`config.mk`:
```
export PLATFORM = sky130hd
export DESIGN_NAME = multi_wave_phase_oscillator_flat
export DESIGN_NICKNAME = d
export VERILOG_FILES = /design/src/rtl/mwpo_pkg.sv /design/src/rtl/mwpo_if.sv /design/src/rtl/mwpo_cfg.sv /design/src/rtl/mwpo_phase_mem.sv /design/src/rtl/mwpo_mul.sv /design/src/rtl/multi_wave_phase_oscillator.sv /design/src/flat_wrapper.sv
export SDC_FILE = /design/constraint.sdc
export NUM_CORES = 2
export LEC_CHECK = 0
export BUFFER_PORTS_ARGS = -buffer_cell sky130_fd_sc_hd__buf_2
export CAP_MARGIN = 0
export CORE_MARGIN = 4
export CORE_UTILIZATION = 50
export CTS_CLUSTER_DIAMETER = 150
export DETAILED_ROUTE_END_ITERATION = 8
export GPL_TIMING_DRIVEN = 0
export PLACE_DENSITY = 0.64
export SYNTH_ARGS = -nofsm -noshare
export SYNTH_HDL_FRONTEND = slang
export SYNTH_HIERARCHICAL = 1
export SYNTH_SLANG_ARGS = --single-unit
```
`constraint.sdc`:
```
create_clock -name clk -period 15.8 [get_ports clk]
set_input_delay 0 -clock clk [delete_from_list [all_inputs] [get_ports clk]]
set_output_delay 0 -clock clk [all_outputs]
set_load 0.03 [all_outputs]
```
`src/rtl/mwpo_pkg.sv`:
```
// Shared types, register codes and arithmetic constants of the multi-wave phase oscillator.
`default_nettype none

package mwpo_pkg;

    localparam int DEFAULT_VOICES = 8;
    localparam int PADDR_W        = 5;
    localparam int PDATA_W        = 32;
    localparam int MUL_W          = 33;
    localparam int PROD_W         = 2 * MUL_W;
    localparam int BASE_W         = 37;
    localparam int DIV_STEPS      = BASE_W;

    // Register indexes on the configuration port
    localparam logic [2:0] REG_RATIO_NUM    = 3'd0;
    localparam logic [2:0] REG_RATIO_DEN    = 3'd1;
    localparam logic [2:0] REG_REF_INC      = 3'd2;
    localparam logic [2:0] REG_PHASE_OFFSET = 3'd3;
    localparam logic [2:0] REG_WAVE_SELECT  = 3'd4;
    localparam logic [2:0] REG_PULSE_WIDTH  = 3'd5;
    localparam logic [2:0] REG_FM_DEPTH     = 3'd6;

    // Wave codes
    localparam logic [1:0] WAVE_SINE  = 2'd0;
    localparam logic [1:0] WAVE_SAW   = 2'd1;
    localparam logic [1:0] WAVE_PULSE = 2'd2;
    localparam logic [1:0] WAVE_SPLIT = 2'd3;

    // Request function codes
    localparam logic FUNC_TICK  = 1'b0;
    localparam logic FUNC_RESET = 1'b1;

    // Register reset values
    localparam logic [4:0]  RST_RATIO_NUM = 5'd1;
    localparam logic [4:0]  RST_RATIO_DEN = 5'd1;
    localparam logic [31:0] RST_REF_INC   = 32'd23410733;

    // 2^(x/4096) cubic in Q16
    localparam logic [16:0] EXP_C3 = 17'd5121;
    localparam logic [16:0] EXP_C2 = 17'd14823;
    localparam logic [16:0] EXP_C1 = 17'd45584;
    localparam logic [16:0] EXP_C0 = 17'd65536;

    // Quarter sine odd polynomial in Q15
    localparam logic [16:0] SIN_C3 = 17'd2320;
    localparam logic [16:0] SIN_C2 = 17'd21024;
    localparam logic [16:0] SIN_C1 = 17'd51472;

    localparam logic [31:0] F_ONE = 32'h1000_0000;

    typedef struct packed {
        logic [4:0]         ratio_num;
        logic [4:0]         ratio_den;
        logic [31:0]        ref_increment;
        logic signed [15:0] phase_offset;
        logic [1:0]         wave_select;
        logic signed [15:0] pulse_width;
        logic signed [15:0] fm_depth;
    } cfg_t;

    typedef enum logic [5:0] {
        ST_IDLE,
        ST_RST_L,
        ST_RST_R,
        ST_MUL_NUM,
        ST_DIV_LD,
        ST_DIV,
        ST_MUL_E1,
        ST_ADD_E1,
        ST_MUL_E2,
        ST_ADD_E2,
        ST_MUL_E3,
        ST_ADD_E3,
        ST_MUL_BL,
        ST_ADD_BL,
        ST_MUL_BH,
        ST_ADD_BH,
        ST_SHIFT,
        ST_MUL_F,
        ST_ADD_F,
        ST_MUL_L,
        ST_ADD_L,
        ST_MUL_H,
        ST_ADD_H,
        ST_PHASE,
        ST_PREP,
        ST_MUL_S1,
        ST_ADD_S1,
        ST_MUL_S2,
        ST_ADD_S2,
        ST_MUL_S3,
        ST_ADD_S3,
        ST_MUL_S4,
        ST_WAVE,
        ST_OUT
    } state_t;

endpackage

`default_nettype wire

```
`src/rtl/mwpo_if.sv`:
```
// Request and result channel interfaces of the multi-wave phase oscillator.
`default_nettype none

interface mwpo_in_if;
    logic               valid;
    logic               ready;
    logic               func;
    logic [2:0]         voice;
    logic               channel;
    logic signed [15:0] pitch_cv;
    logic signed [15:0] fm_cv;

    modport source (output valid, func, voice, channel, pitch_cv, fm_cv, input ready);
    modport sink   (input valid, func, voice, channel, pitch_cv, fm_cv, output ready);
endinterface

interface mwpo_out_if;
    logic               valid;
    logic               ready;
    logic signed [15:0] sample;
    logic [2:0]         out_voice;
    logic               out_channel;

    modport source (output valid, sample, out_voice, out_channel, input ready);
    modport sink   (input valid, sample, out_voice, out_channel, output ready);
endinterface

`default_nettype wire

```
`src/rtl/mwpo_cfg.sv`:
```
// APB-style configuration register file of the oscillator.
`default_nettype none

module mwpo_cfg (
    input  logic                              clk,
    input  logic                              rst_n,
    input  logic                              psel,
    input  logic                              penable,
    input  logic                              pwrite,
    input  logic [mwpo_pkg::PADDR_W-1:0]      paddr,
    input  logic [mwpo_pkg::PDATA_W-1:0]      pwdata,
    output logic [mwpo_pkg::PDATA_W-1:0]      prdata,
    output logic                              pready,
    output mwpo_pkg::cfg_t                    cfg
);

    mwpo_pkg::cfg_t cfg_reg;
    logic [2:0]     idx;
    logic           wr_en;

    assign idx    = paddr[4:2];
    assign wr_en  = psel && penable && pwrite;
    assign pready = 1'b1;
    assign cfg    = cfg_reg;

    // Write registers on the access phase
    always_ff @(posedge clk or negedge rst_n)
    begin
        if (!rst_n)
        begin
            cfg_reg.ratio_num     <= mwpo_pkg::RST_RATIO_NUM;
            cfg_reg.ratio_den     <= mwpo_pkg::RST_RATIO_DEN;
            cfg_reg.ref_increment <= mwpo_pkg::RST_REF_INC;
            cfg_reg.phase_offset  <= '0;
            cfg_reg.wave_select   <= mwpo_pkg::WAVE_SINE;
            cfg_reg.pulse_width   <= '0;
            cfg_reg.fm_depth      <= '0;
        end
        else if (wr_en)
        begin
            unique case (idx)
                mwpo_pkg::REG_RATIO_NUM:    cfg_reg.ratio_num     <= pwdata[4:0];
                mwpo_pkg::REG_RATIO_DEN:    cfg_reg.ratio_den     <= pwdata[4:0];
                mwpo_pkg::REG_REF_INC:      cfg_reg.ref_increment <= pwdata;
                mwpo_pkg::REG_PHASE_OFFSET: cfg_reg.phase_offset  <= pwdata[15:0];
                mwpo_pkg::REG_WAVE_SELECT:  cfg_reg.wave_select   <= pwdata[1:0];
                mwpo_pkg::REG_PULSE_WIDTH:  cfg_reg.pulse_width   <= pwdata[15:0];
                mwpo_pkg::REG_FM_DEPTH:     cfg_reg.fm_depth      <= pwdata[15:0];
                default:                    ;
            endcase
        end
    end

    // Read back raw register bits
    always_comb
    begin
        unique case (idx)
            mwpo_pkg::REG_RATIO_NUM:    prdata = {27'd0, cfg_reg.ratio_num};
            mwpo_pkg::REG_RATIO_DEN:    prdata = {27'd0, cfg_reg.ratio_den};
            mwpo_pkg::REG_REF_INC:      prdata = cfg_reg.ref_increment;
            mwpo_pkg::REG_PHASE_OFFSET: prdata = {16'd0, cfg_reg.phase_offset};
            mwpo_pkg::REG_WAVE_SELECT:  prdata = {30'd0, cfg_reg.wave_select};
            mwpo_pkg::REG_PULSE_WIDTH:  prdata = {16'd0, cfg_reg.pulse_width};
            mwpo_pkg::REG_FM_DEPTH:     prdata = {16'd0, cfg_reg.fm_depth};
            default:                    prdata = '0;
        endcase
    end

endmodule

`default_nettype wire

```
`src/rtl/mwpo_phase_mem.sv`:
```
// Phase store: one 32-bit phase per voice and channel, with per-entry valid bits.
`default_nettype none

module mwpo_phase_mem #(
    parameter int DEPTH = 2 * mwpo_pkg::DEFAULT_VOICES,
    parameter int IDX_W = $clog2(DEPTH)
) (
    input  logic             clk,
    input  logic             rst_n,
    input  logic             wr_en,
    input  logic [IDX_W-1:0] wr_addr,
    input  logic [31:0]      wr_data,
    input  logic [IDX_W-1:0] rd_addr,
    output logic [31:0]      rd_data
);

    logic [31:0]      mem [DEPTH];
    logic [DEPTH-1:0] valid_reg;
    logic [31:0]      rd_reg;
    logic             rd_valid_reg;

    // Write and registered read of the array
    always_ff @(posedge clk)
    begin
        if (wr_en)
        begin
            mem[wr_addr] <= wr_data;
        end
        rd_reg <= mem[rd_addr];
    end

    // Track written entries; an unwritten entry reads as zero phase
    always_ff @(posedge clk or negedge rst_n)
    begin
        if (!rst_n)
        begin
            valid_reg    <= '0;
            rd_valid_reg <= 1'b0;
        end
        else
        begin
            if (wr_en)
            begin
                valid_reg[wr_addr] <= 1'b1;
            end
            rd_valid_reg <= valid_reg[rd_addr];
        end
    end

    assign rd_data = rd_valid_reg ? rd_reg : 32'd0;

endmodule

`default_nettype wire

```
`src/rtl/mwpo_mul.sv`:
```
// Shared signed multiplier with a registered product.
`default_nettype none

module mwpo_mul (
    input  logic                                clk,
    input  logic                                en,
    input  logic signed [mwpo_pkg::MUL_W-1:0]   op_a,
    input  logic signed [mwpo_pkg::MUL_W-1:0]   op_b,
    output logic signed [mwpo_pkg::PROD_W-1:0]  prod
);

    logic signed [mwpo_pkg::PROD_W-1:0] prod_reg;

    // Capture one product per issue
    always_ff @(posedge clk)
    begin
        if (en)
        begin
            prod_reg <= op_a * op_b;
        end
    end

    assign prod = prod_reg;

endmodule

`default_nettype wire

```
`src/rtl/multi_wave_phase_oscillator.sv`:
```
// Top level: sequencer and datapath of the multi-wave phase oscillator.
//
// A tick request runs through one shared 33x33 signed multiplier and a bit-serial
// divider under a small sequencer, and the block takes no new request meanwhile.
// A tick uses the 37-step ratio divider and nine multiplier passes (thirteen for the
// sine wave), each but the last sine pass followed by a load or add step, plus the
// octave shift, phase update, wave and output steps. An out-of-range voice is dropped.
// The finished sample waits in an output register, so a stalled result only holds the
// sequencer once a second result is ready behind it.
`default_nettype none

module multi_wave_phase_oscillator #(
    parameter int VOICES = mwpo_pkg::DEFAULT_VOICES
) (
    input  logic                          clk,
    input  logic                          rst_n,
    input  logic                          psel,
    input  logic                          penable,
    input  logic                          pwrite,
    input  logic [mwpo_pkg::PADDR_W-1:0]  paddr,
    input  logic [mwpo_pkg::PDATA_W-1:0]  pwdata,
    output logic [mwpo_pkg::PDATA_W-1:0]  prdata,
    output logic                          pready,
    mwpo_in_if.sink                       in_ch,
    mwpo_out_if.source                    out_ch
);

    localparam int DEPTH = 2 * VOICES;
    localparam int IDX_W = $clog2(DEPTH);

    mwpo_pkg::cfg_t   cfg;
    mwpo_pkg::state_t state_reg, state_next;

    // Request fields
    logic [2:0]         voice_reg;
    logic               chan_reg;
    logic signed [15:0] pitch_reg;
    logic signed [15:0] fm_reg;
    logic [IDX_W-1:0]   addr_reg;

    // Work registers
    logic [mwpo_pkg::BASE_W-1:0] quot_reg;
    logic [4:0]                  rem_reg;
    logic [5:0]                  cnt_reg;
    logic [16:0]                 t_reg;
    logic [16:0]                 m_reg;
    logic [53:0]                 acc_reg;
    logic [44:0]                 v_reg;
    logic [31:0]                 f_reg;
    logic [31:0]                 lo_reg;
    logic [31:0]                 inc_reg;
    logic [31:0]                 p_reg;
    logic [15:0]                 x_reg;
    logic [15:0]                 x2_reg;
    logic signed [15:0]          sample_reg;

    // Output register
    logic               out_valid_reg;
    logic signed [15:0] out_sample_reg;
    logic [2:0]         out_voice_reg;
    logic               out_chan_reg;

    logic                                in_fire;
    logic                                voice_ok;
    logic [6:0]                          in_addr7;
    logic [6:0]                          left_addr7;
    logic [6:0]                          right_addr7;
    logic                                out_load;
    logic                                mul_en;
    logic signed [mwpo_pkg::MUL_W-1:0]   op_a;
    logic signed [mwpo_pkg::MUL_W-1:0]   op_b;
    logic signed [mwpo_pkg::PROD_W-1:0]  prod;
    logic                                mem_wr_en;
    logic [IDX_W-1:0]                    mem_wr_addr;
    logic [31:0]                         mem_wr_data;
    logic [31:0]                         phase_rd;
    logic [31:0]                         p_sum;
    logic [4:0]                          den_eff;
    logic [5:0]                          rem_sh;
    logic [5:0]                          rem_sub;
    logic                                rem_ge;
    logic [4:0]                          rem_next;
    logic [4:0]                          sh_amt;
    logic [14:0]                         fr;
    logic [15:0]                         x_w;
    logic signed [16:0]                  wave_s;
    logic signed [15:0]                  wave_sat;
    logic signed [16:0]                  saw_s;
    logic signed [16:0]                  split_s;
    logic signed [16:0]                  pulse_h;
    logic [31:0]                         pulse_thr;
    logic signed [16:0]                  sine_y;

    mwpo_cfg u_cfg (
        .clk     (clk),
        .rst_n   (rst_n),
        .psel    (psel),
        .penable (penable),
        .pwrite  (pwrite),
        .paddr   (paddr),
        .pwdata  (pwdata),
        .prdata  (prdata),
        .pready  (pready),
        .cfg     (cfg)
    );

    mwpo_mul u_mul (
        .clk  (clk),
        .en   (mul_en),
        .op_a (op_a),
        .op_b (op_b),
        .prod (prod)
    );

    mwpo_phase_mem #(
        .DEPTH (DEPTH),
        .IDX_W (IDX_W)
    ) u_mem (
        .clk     (clk),
        .rst_n   (rst_n),
        .wr_en   (mem_wr_en),
        .wr_addr (mem_wr_addr),
        .wr_data (mem_wr_data),
        .rd_addr (addr_reg),
        .rd_data (phase_rd)
    );

    // Request handshake and addressing
    assign in_fire     = in_ch.valid && in_ch.ready;
    assign voice_ok    = {29'd0, in_ch.voice} < 32'(VOICES);
    assign in_addr7    = {3'd0, in_ch.voice, in_ch.channel};
    assign left_addr7  = {3'd0, voice_reg, 1'b0};
    assign right_addr7 = {3'd0, voice_reg, 1'b1};
    assign out_load    = (state_reg == mwpo_pkg::ST_OUT) && (!out_valid_reg || out_ch.ready);

    // Divider step: one quotient bit per cycle
    assign den_eff  = (cfg.ratio_den == 5'd0) ? 5'd1 : cfg.ratio_den;
    assign rem_sh   = {rem_reg, quot_reg[mwpo_pkg::BASE_W-1]};
    assign rem_sub  = rem_sh - {1'b0, den_eff};
    assign rem_ge   = rem_sh >= {1'b0, den_eff};
    assign rem_next = rem_ge ? rem_sub[4:0] : rem_sh[4:0];

    // Octave shift: 16 minus the integer part of pitch
    assign sh_amt = 5'd16 - {pitch_reg[15], pitch_reg[15:12]};

    // New phase and sine argument folded into one quadrant
    assign p_sum = phase_rd + inc_reg;
    assign fr    = p_reg[29:15];
    assign x_w   = p_reg[30] ? (16'd32768 - {1'b0, fr}) : {1'b0, fr};

    // Wave shapes
    assign saw_s     = $signed({2'b00, p_reg[31:17]}) - 17'sd16384;
    assign split_s   = $signed({2'b00, p_reg[30:16]}) - 17'sd16384;
    assign pulse_h   = {cfg.pulse_width[15], cfg.pulse_width[15], cfg.pulse_width[15:1]};
    assign pulse_thr = {~cfg.pulse_width[15], cfg.pulse_width[14:0], 16'd0};
    assign sine_y    = $signed({1'b0, prod[31:16]});

    always_comb
    begin
        case (cfg.wave_select)
            mwpo_pkg::WAVE_SAW:   wave_s = saw_s;
            mwpo_pkg::WAVE_PULSE: wave_s = (p_reg > pulse_thr) ? (-17'sd16384 - pulse_h)
                                                                : (17'sd16384 - pulse_h);
            mwpo_pkg::WAVE_SPLIT: wave_s = (p_reg > 32'h8000_0000) ? -split_s : split_s;
            default:              wave_s = p_reg[31] ? -sine_y : sine_y;
        endcase
    end

    // Saturate to 16 bits
    always_comb
    begin
        if (wave_s > 17'sd32767)
        begin
            wave_sat = 16'sh7FFF;
        end
        else if (wave_s < -17'sd32768)
        begin
            wave_sat = 16'sh8000;
        end
        else
        begin
            wave_sat = wave_s[15:0];
        end
    end

    // Next state
    always_comb
    begin
        state_next = state_reg;
        unique case (state_reg)
            mwpo_pkg::ST_IDLE:
            begin
                if (in_fire && voice_ok)
                begin
                    state_next = (in_ch.func == mwpo_pkg::FUNC_RESET) ? mwpo_pkg::ST_RST_L
                                                                     : mwpo_pkg::ST_MUL_NUM;
                end
            end
            mwpo_pkg::ST_RST_L:   state_next = mwpo_pkg::ST_RST_R;
            mwpo_pkg::ST_RST_R:   state_next = mwpo_pkg::ST_IDLE;
            mwpo_pkg::ST_MUL_NUM: state_next = mwpo_pkg::ST_DIV_LD;
            mwpo_pkg::ST_DIV_LD:  state_next = mwpo_pkg::ST_DIV;
            mwpo_pkg::ST_DIV:
            begin
                if (cnt_reg == 6'd0)
                begin
                    state_next = mwpo_pkg::ST_MUL_E1;
                end
            end
            mwpo_pkg::ST_MUL_E1:  state_next = mwpo_pkg::ST_ADD_E1;
            mwpo_pkg::ST_ADD_E1:  state_next = mwpo_pkg::ST_MUL_E2;
            mwpo_pkg::ST_MUL_E2:  state_next = mwpo_pkg::ST_ADD_E2;
            mwpo_pkg::ST_ADD_E2:  state_next = mwpo_pkg::ST_MUL_E3;
            mwpo_pkg::ST_MUL_E3:  state_next = mwpo_pkg::ST_ADD_E3;
            mwpo_pkg::ST_ADD_E3:  state_next = mwpo_pkg::ST_MUL_BL;
            mwpo_pkg::ST_MUL_BL:  state_next = mwpo_pkg::ST_ADD_BL;
            mwpo_pkg::ST_ADD_BL:  state_next = mwpo_pkg::ST_MUL_BH;
            mwpo_pkg::ST_MUL_BH:  state_next = mwpo_pkg::ST_ADD_BH;
            mwpo_pkg::ST_ADD_BH:  state_next = mwpo_pkg::ST_SHIFT;
            mwpo_pkg::ST_SHIFT:   state_next = mwpo_pkg::ST_MUL_F;
            mwpo_pkg::ST_MUL_F:   state_next = mwpo_pkg::ST_ADD_F;
            mwpo_pkg::ST_ADD_F:   state_next = mwpo_pkg::ST_MUL_L;
            mwpo_pkg::ST_MUL_L:   state_next = mwpo_pkg::ST_ADD_L;
            mwpo_pkg::ST_ADD_L:   state_next = mwpo_pkg::ST_MUL_H;
            mwpo_pkg::ST_MUL_H:   state_next = mwpo_pkg::ST_ADD_H;
            mwpo_pkg::ST_ADD_H:   state_next = mwpo_pkg::ST_PHASE;
            mwpo_pkg::ST_PHASE:   state_next = mwpo_pkg::ST_PREP;
            mwpo_pkg::ST_PREP:
            begin
                state_next = (cfg.wave_select == mwpo_pkg::WAVE_SINE) ? mwpo_pkg::ST_MUL_S1
                                                                      : mwpo_pkg::ST_WAVE;
            end
            mwpo_pkg::ST_MUL_S1:  state_next = mwpo_pkg::ST_ADD_S1;
            mwpo_pkg::ST_ADD_S1:  state_next = mwpo_pkg::ST_MUL_S2;
            mwpo_pkg::ST_MUL_S2:  state_next = mwpo_pkg::ST_ADD_S2;
            mwpo_pkg::ST_ADD_S2:  state_next = mwpo_pkg::ST_MUL_S3;
            mwpo_pkg::ST_MUL_S3:  state_next = mwpo_pkg::ST_ADD_S3;
            mwpo_pkg::ST_ADD_S3:  state_next = mwpo_pkg::ST_MUL_S4;
            mwpo_pkg::ST_MUL_S4:  state_next = mwpo_pkg::ST_WAVE;
            mwpo_pkg::ST_WAVE:    state_next = mwpo_pkg::ST_OUT;
            mwpo_pkg::ST_OUT:
            begin
                if (out_load)
                begin
                    state_next = mwpo_pkg::ST_IDLE;
                end
            end
            default:              state_next = mwpo_pkg::ST_IDLE;
        endcase
    end

    // Sequencer outputs: ready, multiplier operands, phase store writes
    always_comb
    begin
        in_ch.ready = (state_reg == mwpo_pkg::ST_IDLE);
        mul_en      = 1'b1;
        op_a        = '0;
        op_b        = '0;
        mem_wr_en   = 1'b0;
        mem_wr_addr = addr_reg;
        mem_wr_data = p_sum;
        unique case (state_reg)
            mwpo_pkg::ST_MUL_NUM:
            begin
                op_a = $signed({1'b0, cfg.ref_increment});
                op_b = $signed({28'd0, cfg.ratio_num});
            end
            mwpo_pkg::ST_MUL_E1:
            begin
                op_a = $signed({16'd0, mwpo_pkg::EXP_C3});
                op_b = $signed({21'd0, pitch_reg[11:0]});
            end
            mwpo_pkg::ST_MUL_E2, mwpo_pkg::ST_MUL_E3:
            begin
                op_a = $signed({16'd0, t_reg});
                op_b = $signed({21'd0, pitch_reg[11:0]});
            end
            mwpo_pkg::ST_MUL_BL:
            begin
                op_a = $signed({1'b0, quot_reg[31:0]});
                op_b = $signed({16'd0, m_reg});
            end
            mwpo_pkg::ST_MUL_BH:
            begin
                op_a = $signed({28'd0, quot_reg[mwpo_pkg::BASE_W-1:32]});
                op_b = $signed({16'd0, m_reg});
            end
            mwpo_pkg::ST_MUL_F:
            begin
                op_a = {{17{fm_reg[15]}}, fm_reg};
                op_b = {{17{cfg.fm_depth[15]}}, cfg.fm_depth};
            end
            mwpo_pkg::ST_MUL_L:
            begin
                op_a = $signed({5'd0, v_reg[27:0]});
                op_b = $signed({f_reg[31], f_reg});
            end
            mwpo_pkg::ST_MUL_H:
            begin
                op_a = $signed({16'd0, v_reg[44:28]});
                op_b = $signed({f_reg[31], f_reg});
            end
            mwpo_pkg::ST_MUL_S1:
            begin
                op_a = $signed({17'd0, x_reg});
                op_b = $signed({17'd0, x_reg});
            end
            mwpo_pkg::ST_MUL_S2:
            begin
                op_a = $signed({16'd0, mwpo_pkg::SIN_C3});
                op_b = $signed({17'd0, x2_reg});
            end
            mwpo_pkg::ST_MUL_S3:
            begin
                op_a = $signed({16'd0, t_reg});
                op_b = $signed({17'd0, x2_reg});
            end
            mwpo_pkg::ST_MUL_S4:
            begin
                op_a = $signed({16'd0, t_reg});
                op_b = $signed({17'd0, x_reg});
            end
            mwpo_pkg::ST_RST_L:
            begin
                mul_en      = 1'b0;
                mem_wr_en   = 1'b1;
                mem_wr_addr = left_addr7[IDX_W-1:0];
                mem_wr_data = {cfg.phase_offset[14:0], 17'd0};
            end
            mwpo_pkg::ST_RST_R:
            begin
                mul_en      = 1'b0;
                mem_wr_en   = 1'b1;
                mem_wr_addr = right_addr7[IDX_W-1:0];
                mem_wr_data = 32'd0;
            end
            mwpo_pkg::ST_PHASE:
            begin
                mul_en    = 1'b0;
                mem_wr_en = 1'b1;
            end
            default:
            begin
                mul_en = 1'b0;
            end
        endcase
    end

    // Control registers
    always_ff @(posedge clk or negedge rst_n)
    begin
        if (!rst_n)
        begin
            state_reg <= mwpo_pkg::ST_IDLE;
            cnt_reg   <= '0;
        end
        else
        begin
            state_reg <= state_next;
            if (state_reg == mwpo_pkg::ST_DIV_LD)
            begin
                cnt_reg <= 6'(mwpo_pkg::DIV_STEPS - 1);
            end
            else if (state_reg == mwpo_pkg::ST_DIV)
            begin
                cnt_reg <= cnt_reg - 6'd1;
            end
        end
    end

    // Datapath registers
    always_ff @(posedge clk)
    begin
        case (state_reg)
            mwpo_pkg::ST_IDLE:
            begin
                if (in_fire)
                begin
                    voice_reg <= in_ch.voice;
                    chan_reg  <= in_ch.channel;
                    pitch_reg <= in_ch.pitch_cv;
                    fm_reg    <= in_ch.fm_cv;
                    addr_reg  <= in_addr7[IDX_W-1:0];
                end
            end
            mwpo_pkg::ST_DIV_LD:
            begin
                quot_reg <= prod[mwpo_pkg::BASE_W-1:0];
                rem_reg  <= '0;
            end
            mwpo_pkg::ST_DIV:
            begin
                quot_reg <= {quot_reg[mwpo_pkg::BASE_W-2:0], rem_ge};
                rem_reg  <= rem_next;
            end
            mwpo_pkg::ST_ADD_E1: t_reg   <= mwpo_pkg::EXP_C2 + prod[28:12];
            mwpo_pkg::ST_ADD_E2: t_reg   <= mwpo_pkg::EXP_C1 + prod[28:12];
            mwpo_pkg::ST_ADD_E3: m_reg   <= mwpo_pkg::EXP_C0 + prod[28:12];
            mwpo_pkg::ST_ADD_BL: acc_reg <= {5'd0, prod[48:0]};
            mwpo_pkg::ST_ADD_BH: acc_reg <= acc_reg + {prod[21:0], 32'd0};
            mwpo_pkg::ST_SHIFT:  v_reg   <= 45'(acc_reg >> sh_amt);
            mwpo_pkg::ST_ADD_F:  f_reg   <= prod[31:0] + mwpo_pkg::F_ONE;
            mwpo_pkg::ST_ADD_L:  lo_reg  <= prod[59:28];
            mwpo_pkg::ST_ADD_H:  inc_reg <= prod[31:0] + lo_reg;
            mwpo_pkg::ST_PHASE:  p_reg   <= p_sum;
            mwpo_pkg::ST_PREP:   x_reg   <= x_w;
            mwpo_pkg::ST_ADD_S1: x2_reg  <= prod[30:15];
            mwpo_pkg::ST_ADD_S2: t_reg   <= mwpo_pkg::SIN_C2 - {4'd0, prod[27:15]};
            mwpo_pkg::ST_ADD_S3: t_reg   <= mwpo_pkg::SIN_C1 - prod[31:15];
            mwpo_pkg::ST_WAVE:   sample_reg <= wave_sat;
            default:             ;
        endcase
    end

    // Output register: hold the result until the sink takes it
    always_ff @(posedge clk or negedge rst_n)
    begin
        if (!rst_n)
        begin
            out_valid_reg <= 1'b0;
        end
        else if (out_load)
        begin
            out_valid_reg <= 1'b1;
        end
        else if (out_ch.ready)
        begin
            out_valid_reg <= 1'b0;
        end
    end

    always_ff @(posedge clk)
    begin
        if (out_load)
        begin
            out_sample_reg <= sample_reg;
            out_voice_reg  <= voice_reg;
            out_chan_reg   <= chan_reg;
        end
    end

    assign out_ch.valid       = out_valid_reg;
    assign out_ch.sample      = out_sample_reg;
    assign out_ch.out_voice   = out_voice_reg;
    assign out_ch.out_channel = out_chan_reg;

endmodule

`default_nettype wire

```
`src/flat_wrapper.sv`:
```
// flat-port wrapper written by rule: the top's interface ports become plain ports
module multi_wave_phase_oscillator_flat 
#(
    parameter int VOICES = mwpo_pkg::DEFAULT_VOICES
)
  (clk, rst_n, psel, penable, pwrite, paddr, pwdata, prdata, pready, in_ch_valid, in_ch_func, in_ch_voice, in_ch_channel, in_ch_pitch_cv, in_ch_fm_cv, in_ch_ready, out_ch_valid, out_ch_sample, out_ch_out_voice, out_ch_out_channel, out_ch_ready);
  mwpo_in_if in_ch_i ();
  mwpo_out_if out_ch_i ();
  input  logic clk;
  input  logic rst_n;
  input  logic psel;
  input  logic penable;
  input  logic pwrite;
  input  logic [mwpo_pkg::PADDR_W-1:0] paddr;
  input  logic [mwpo_pkg::PDATA_W-1:0] pwdata;
  output logic [mwpo_pkg::PDATA_W-1:0] prdata;
  output logic pready;
  input wire logic [$bits(in_ch_i.valid)-1:0] in_ch_valid;
  input wire logic [$bits(in_ch_i.func)-1:0] in_ch_func;
  input wire logic [$bits(in_ch_i.voice)-1:0] in_ch_voice;
  input wire logic [$bits(in_ch_i.channel)-1:0] in_ch_channel;
  input wire logic [$bits(in_ch_i.pitch_cv)-1:0] in_ch_pitch_cv;
  input wire logic [$bits(in_ch_i.fm_cv)-1:0] in_ch_fm_cv;
  output wire logic [$bits(in_ch_i.ready)-1:0] in_ch_ready;
  output wire logic [$bits(out_ch_i.valid)-1:0] out_ch_valid;
  output wire logic [$bits(out_ch_i.sample)-1:0] out_ch_sample;
  output wire logic [$bits(out_ch_i.out_voice)-1:0] out_ch_out_voice;
  output wire logic [$bits(out_ch_i.out_channel)-1:0] out_ch_out_channel;
  input wire logic [$bits(out_ch_i.ready)-1:0] out_ch_ready;
  assign in_ch_i.valid = in_ch_valid;
  assign in_ch_i.func = in_ch_func;
  assign in_ch_i.voice = in_ch_voice;
  assign in_ch_i.channel = in_ch_channel;
  assign in_ch_i.pitch_cv = in_ch_pitch_cv;
  assign in_ch_i.fm_cv = in_ch_fm_cv;
  assign in_ch_ready = in_ch_i.ready;
  assign out_ch_valid = out_ch_i.valid;
  assign out_ch_sample = out_ch_i.sample;
  assign out_ch_out_voice = out_ch_i.out_voice;
  assign out_ch_out_channel = out_ch_i.out_channel;
  assign out_ch_i.ready = out_ch_ready;
  multi_wave_phase_oscillator #(.VOICES(VOICES)) u_core (.clk(clk), .rst_n(rst_n), .psel(psel), .penable(penable), .pwrite(pwrite), .paddr(paddr), .pwdata(pwdata), .prdata(prdata), .pready(pready), .in_ch(in_ch_i), .out_ch(out_ch_i));
endmodule
```
== Word level (Yosys, flattened, before mapping) ==
Memories as Yosys holds them, arrays and structs flattened. A register that Yosys moved wholly into a read port is not among the register bits.
Cells that the tools add are included.

* Memories kept: 1
* Output and inout port bits: 55
* Memory bits (writable): 512
* Word-level logic and storage cells: 181
* Bits of input ports: 81
* Flip-flop bits (word level): 593

* Shifts and indexed selects: 1
* Equal/unequal tests: 45
* Add/sub/neg operators: 19
* Magnitude comparators: 8
* Multipliers: 1
* Reduce and logical (&&, ||, !) cells: 33
* Mux-type cells: 36
* Bitwise logic cells: 2

{| class="wikitable"
|+ Memories
! name !! depth !! width !! read ports !! clocked after Yosys merged registers in !! write ports !! RTL line !! text
|-
| u_core.u_mem.mem || 16 || 32 || 1 || 1 || 1 || mwpo_phase_mem.sv:17 || <nowiki>logic [31:0] mem [DEPTH];</nowiki>
|}

{| class="wikitable"
|+ Operators by type and width
! cell !! number
|-
| $pmux 33 s10 || 1
|-
| $pmux 33 s7 || 1
|-
| $pmux 32 s7 || 1
|-
| $pmux 6 s33 || 1
|-
| $pmux 54 s2 || 1
|-
| $eq 6x5->1 const B || 16
|-
| $pmux 37 s2 || 1
|-
| $pmux 17 s4 || 1
|-
| $add 32x32->32 || 2
|-
| $pmux 32 s2 || 1
|-
| $mul 33x33->60 || 1
|-
| $add 54x54->54 || 1
|-
| $shr 54x5->45 || 1
|-
| $mux 17 || 3
|-
| $pmux 17 s3 || 1
|-
| $eq 6x4->1 const B || 8
|-
| $mux 6 || 6
|-
| $add 32x29->32 const B || 1
|-
| $gt 32x32->1 || 1
|-
| $gt 32x32->1 const B || 1
|-
| $mux 32 || 1
|-
| $sub 15x15->16 const B || 2
|-
| $eq 6x3->1 const B || 4
|-
| $add 14x17->17 const A || 1
|-
| other kinds (53) || 87
|}

== Depth between registers and ports, before layout ==
* Depth after elaboration: 7
* Mapped depth: 37
* Depth with buffers taken out: 34

== Modules after synthesis ==
The synthesis kept the hierarchy.

{| class="wikitable"
|+ Modules (own cells, without submodules)
! module !! seq. area each (µm²) !! area an instance (µm²) !! cells an instance !! instances
|-
| mwpo_mul || 1981.9 || 40930.5 || 4292 || 1
|-
| multi_wave_phase_oscillator || 12547.0 || 26317.7 || 2613 || 1
|-
| mwpo_phase_mem || 16440.8 || 20734.9 || 915 || 1
|-
| mwpo_cfg || 2319.7 || 4266.6 || 300 || 1
|}

== Least setup slack after synthesis ==
OpenSTA, ideal clock, no wires.

* Kind: reg2reg
* From: register u_core.state_reg[1]
* To: register u_core/u_mul/prod[64] (netlist name)
* Period minus slack after synthesis: 9.499 ns
* Required time: 15.542 ns
* Path slack: 6.301 ns
* Buffers on the path: 4
* Setup time: 0.258 ns
* Arrival time: 9.241 ns
* Cell stages (with the launch flop): 31
* Path through: dfrtp_1 clkbuf_1 nand2b_1 buf_1 o22ai_1 clkbuf_1 a222oi_1 nand3_1 clkbuf_1 nand2_1 inv_1 fa_1 fa_1 fa_1 fa_1 fa_1 fa_1 fa_1 inv_1 fa_1 inv_1 ha_1 a21o_1 a21o_1 a21o_1 a21oi_1 o21bai_1 a211o_1 a221o_1 or2_1 o221a_1

{| class="wikitable"
|+ RTL lines
! element !! RTL line !! text
|-
| start, declared || multi_wave_phase_oscillator.sv:32 || <nowiki>mwpo_pkg::state_t state_reg, state_next;</nowiki>
|-
| start signal, assigned || multi_wave_phase_oscillator.sv:354 || <nowiki>state_reg <= mwpo_pkg::ST_IDLE;</nowiki>
|-
| start signal, assigned || multi_wave_phase_oscillator.sv:359 || <nowiki>state_reg <= state_next;</nowiki>
|}

== Worst setup path in the final report ==
* From: register u_core.state_reg[0]
* To: register u_core.u_mul.prod_reg (netlist bit u_core/u_mul/prod[59]) (data pin)

* Cells in the longest elaborated chain, start to end: 4
* Elaborated cells between the ends (all ways): 22
* Classes of those cells: mul (1); eq/ne (13); mux (2); reduce/logical (6)

{| class="wikitable"
|+ RTL lines
! element !! RTL line !! text
|-
| $eq 6x3->1 (tied with other cells) || multi_wave_phase_oscillator.sv:262 || <nowiki>unique case (state_reg)</nowiki>
|-
| $reduce_or 3->1 (no source line) / $reduce_or 2->1 (equally long branches) || - ||
|-
| $pmux 33 s7 * || multi_wave_phase_oscillator.sv:262 ||
|-
| named net u_core.op_b, one bit || multi_wave_phase_oscillator.sv:71 || <nowiki>logic signed [mwpo_pkg::MUL_W-1:0] op_b;</nowiki>
|-
| $mul 33x33->60 * || mwpo_mul.sv:19 || <nowiki>prod_reg <= op_a * op_b;</nowiki>
|-
| end signal, assigned || mwpo_mul.sv:19 ||
|-
| end, declared || mwpo_mul.sv:12 || <nowiki>logic signed [mwpo_pkg::PROD_W-1:0] prod_reg;</nowiki>
|}

The timed path passes the listed nets; every way through them passes the cells marked *.
A chain may end at the register's enable or synchronous reset.

==> summary.md <==
| Metric | Value |
|---|---|
| Chip height | between 400 and 500 microns |
| Clock buffer count from CTS | 115 |
| Clk_lat worst skew | around 0.78 ns |
| Syn_nets | 9385 |
| Unrepaired setup endpoints after global routing | no |
| Initial antenna violation count | 33 |
| Placed Cells | approximately 10k |
| Setup TNS | 0 ns |
| RR Endpoint | u_core/u_mul/prod[59] |
| CTS Sinks | 1133 |
| WL per Instance | 33.10 microns |
| Maximum root-to-sink buffer count | 3 |
| Post-route insts no fill | 10.78k |
| RR Startpoint | u_core/state_reg[0] |
| Post-DP HPWL | 284.2 mm |
| Row cnt | 155 |
| Max-slew violations | 11 |
| H-tree depth | 3 |
| Worst Slack Setup Final | 2.339 ns |
| P_leak | 42.71 nW |
| PostCTS Resize Cnt | 0 |
| Die area | 0.1867 sq mm |
| DRT antenna net count | 0 |
| Fin util | a little under three fifths |
| DIE WIDTH | roughly 430 microns |
| Failing checks | capacitance limit, slew limit |
| RePlAce Congestion | around 1.1 |
| Hold wc startpoint | in_ch_fm_cv[10] |
| YS warnings | 6 |
| Crit. End Element | flip-flop |
| Share of cells above drive strength 1 | between 8 and 9% |
| Post-Place Setup Slack | 2.518 ns |
| Initial Utilization | 50.35% |
| R2r setup slk | 2.34 ns |
| Avg Cell Area, Syn | ~11 sq um |
| CTS clk-pin slew, worst paths | 0.06 ns |
| Setup Crit Path Kind | flip-flop to flip-flop |
| Max FFs per register | between 500 and 600 |
| Critical Path RT | between 15 and 20 ns |
| Ports | 136 |
| Hold WC Path Type | input pin to flip-flop |
| Tmin final | 13.46 ns |
| Cell depth of the worst flop-to-flop path | 32 |
| Pre-Repair DR Iteration Count | 8 |
| Buffers on Ports | 132 |
| P per Cell Area | 145.7 mW/mm^2 |
| CP arrival | about 14 ns |
| Std-Cell Core Area | about 0.18 sq mm |
| Max-Cap Viols | 1 |
| Iteration-0 DRC Markers | 7724 |
| Largest fanout on the critical path | 10 |
| Largest net degree at the start of global routing | 77 |
| Status | complete, but fails checks |
| Via count | between 60k and 70k |
| DRC Markers | 0 |
| CP bufs+invs | 9 |
| Total Routed Length | 356.9 mm |
| Maximum VDD drop | 0.0001040 V |
| Nets | between 9k and 10k |
| Finished Cell Area | 0.09973 sq mm |
| GRT Util Overall | about two fifths |
| Top cell by count, worst path | fa_1 |
| CTS tree | built |
| Synth-to-Final Area Change | 10.88% |
| Total gr overflow | 0 |
| Clock skew | a little under 0.09 ns |
| Largest stage delay, worst path | 0.91 ns |
| Final hold vios | 0 |
| Syn Inst Count | 7888 |
| Hold-critical path endpoint | u_core/fm_reg[10] |
| Via/cell ratio | 6.076 |
| Maximum clock frequency | between 0.07 and 0.08 GHz |
| Area of placed instances | 0.09444 sq mm |
| Slowest cell on the critical path | clkbuf_1 |
| Actual slew at the worst max-slew pin | between 1.5 and 2 ns |
| Setup violations, final | 0 |
| Vias in the first global route | between 60k and 70k |
| Post-Synthesis Cell Area | 0.08994 sq mm |
| Largest delay share family, worst path | adder cells |
| Tcrit/Tclk final | between 80% and 90% |
| Cells on Worst Hold Path | 2 |
| First-pass GRT wire length | 501.1 mm |
| Root Buffer | clkbuf_16 |
| CP startpoint kind | flip-flop |
| Max_slew headroom | -1.298% |
## per-layer routing
layer	track usage [%]	vias up	wire, microns
li1	-	27140	-
met4	24.84	10	29830
met1	51.98	33650	140700
met3	7.560	947	32750
met2	56.94	3784	153600
met5	0	-	61
## per-stage QoR
stage               hold WS [ns]  power [mW]
finish                   0.03659       14.53
global placement          0.1794       11.37
detailed placement     -0.005098       11.46
global route             0.01463       15.10
CTS                     0.004948       14.35
floorplan                -0.2956       8.322
## final cells by class
class | count | area, sq um
antenna | 24 | 60.06
buffer | 440 | 1814
clock buffer | 151 | 3154
clock inverter | 69 | 824.5
fill | 15330 | 78890
inverter | 1155 | 4335
multi-input combinational | 5160 | 50880
sequential | 1133 | 33110
tap | 2355 | 2947
timing repair buffer | 297 | 2600
## timing repair
item,CTS,global route
setup buffers,0,0
hold endpoints to repair,278,0
hold buffers,123,0
## worst max path at each step
stage,startpoint,to,slack (ns),depth (start not counted)
final,u_core/state_reg[0],u_core/u_mul/prod[59],2.34,32
after global routing,u_core/state_reg[5],u_core/u_mul/prod[59],2.30,33
after CTS,u_core/state_reg[0],u_core/u_mul/prod[59],2.52,32
after detailed placement,u_core/state_reg[0],u_core/u_mul/prod[59],2.52,32
after global placement,u_core/state_reg[0],u_core/u_mul/prod[59],2.56,32
after floorplan,u_core/state_reg[1],u_core/u_mul/prod[49],6.88,32
## cell usage in the layout (no fill, tap or decap), types with 36 or more instances in the layout
cell type	instances
fa_1	1091
a21o_1	78
mux4_2	152
dfrtp_1	108
ha_1	325
o21ai_0	196
dlygate4sd3_1	122
clkbuf_1	392
and2_1	652
edfxtp_1	979
nand3_1	98
a31oi_1	36
a22oi_1	140
inv_1	1151
xor2_1	60
nor3_1	57
clkbuf_16	116
mux2_1	49
mux2i_1	74
nor2_1	219
a211oi_1	37
a21oi_1	222
xnor2_1	140
nand2_1	916
mux2_2	57
buf_2	156
nand2b_1	37
## report_power, final
| part | switching [mW] | internal [mW] | total (mW) |
|---|---|---|---|
| clock | 1.22 | 1.62 | 2.84 |
| sequential | 0.553 | 4.21 | 4.77 |
| combinational | 4.94 | 1.99 | 6.93 |
No activity file was read; power rests on OpenSTA's default activity.
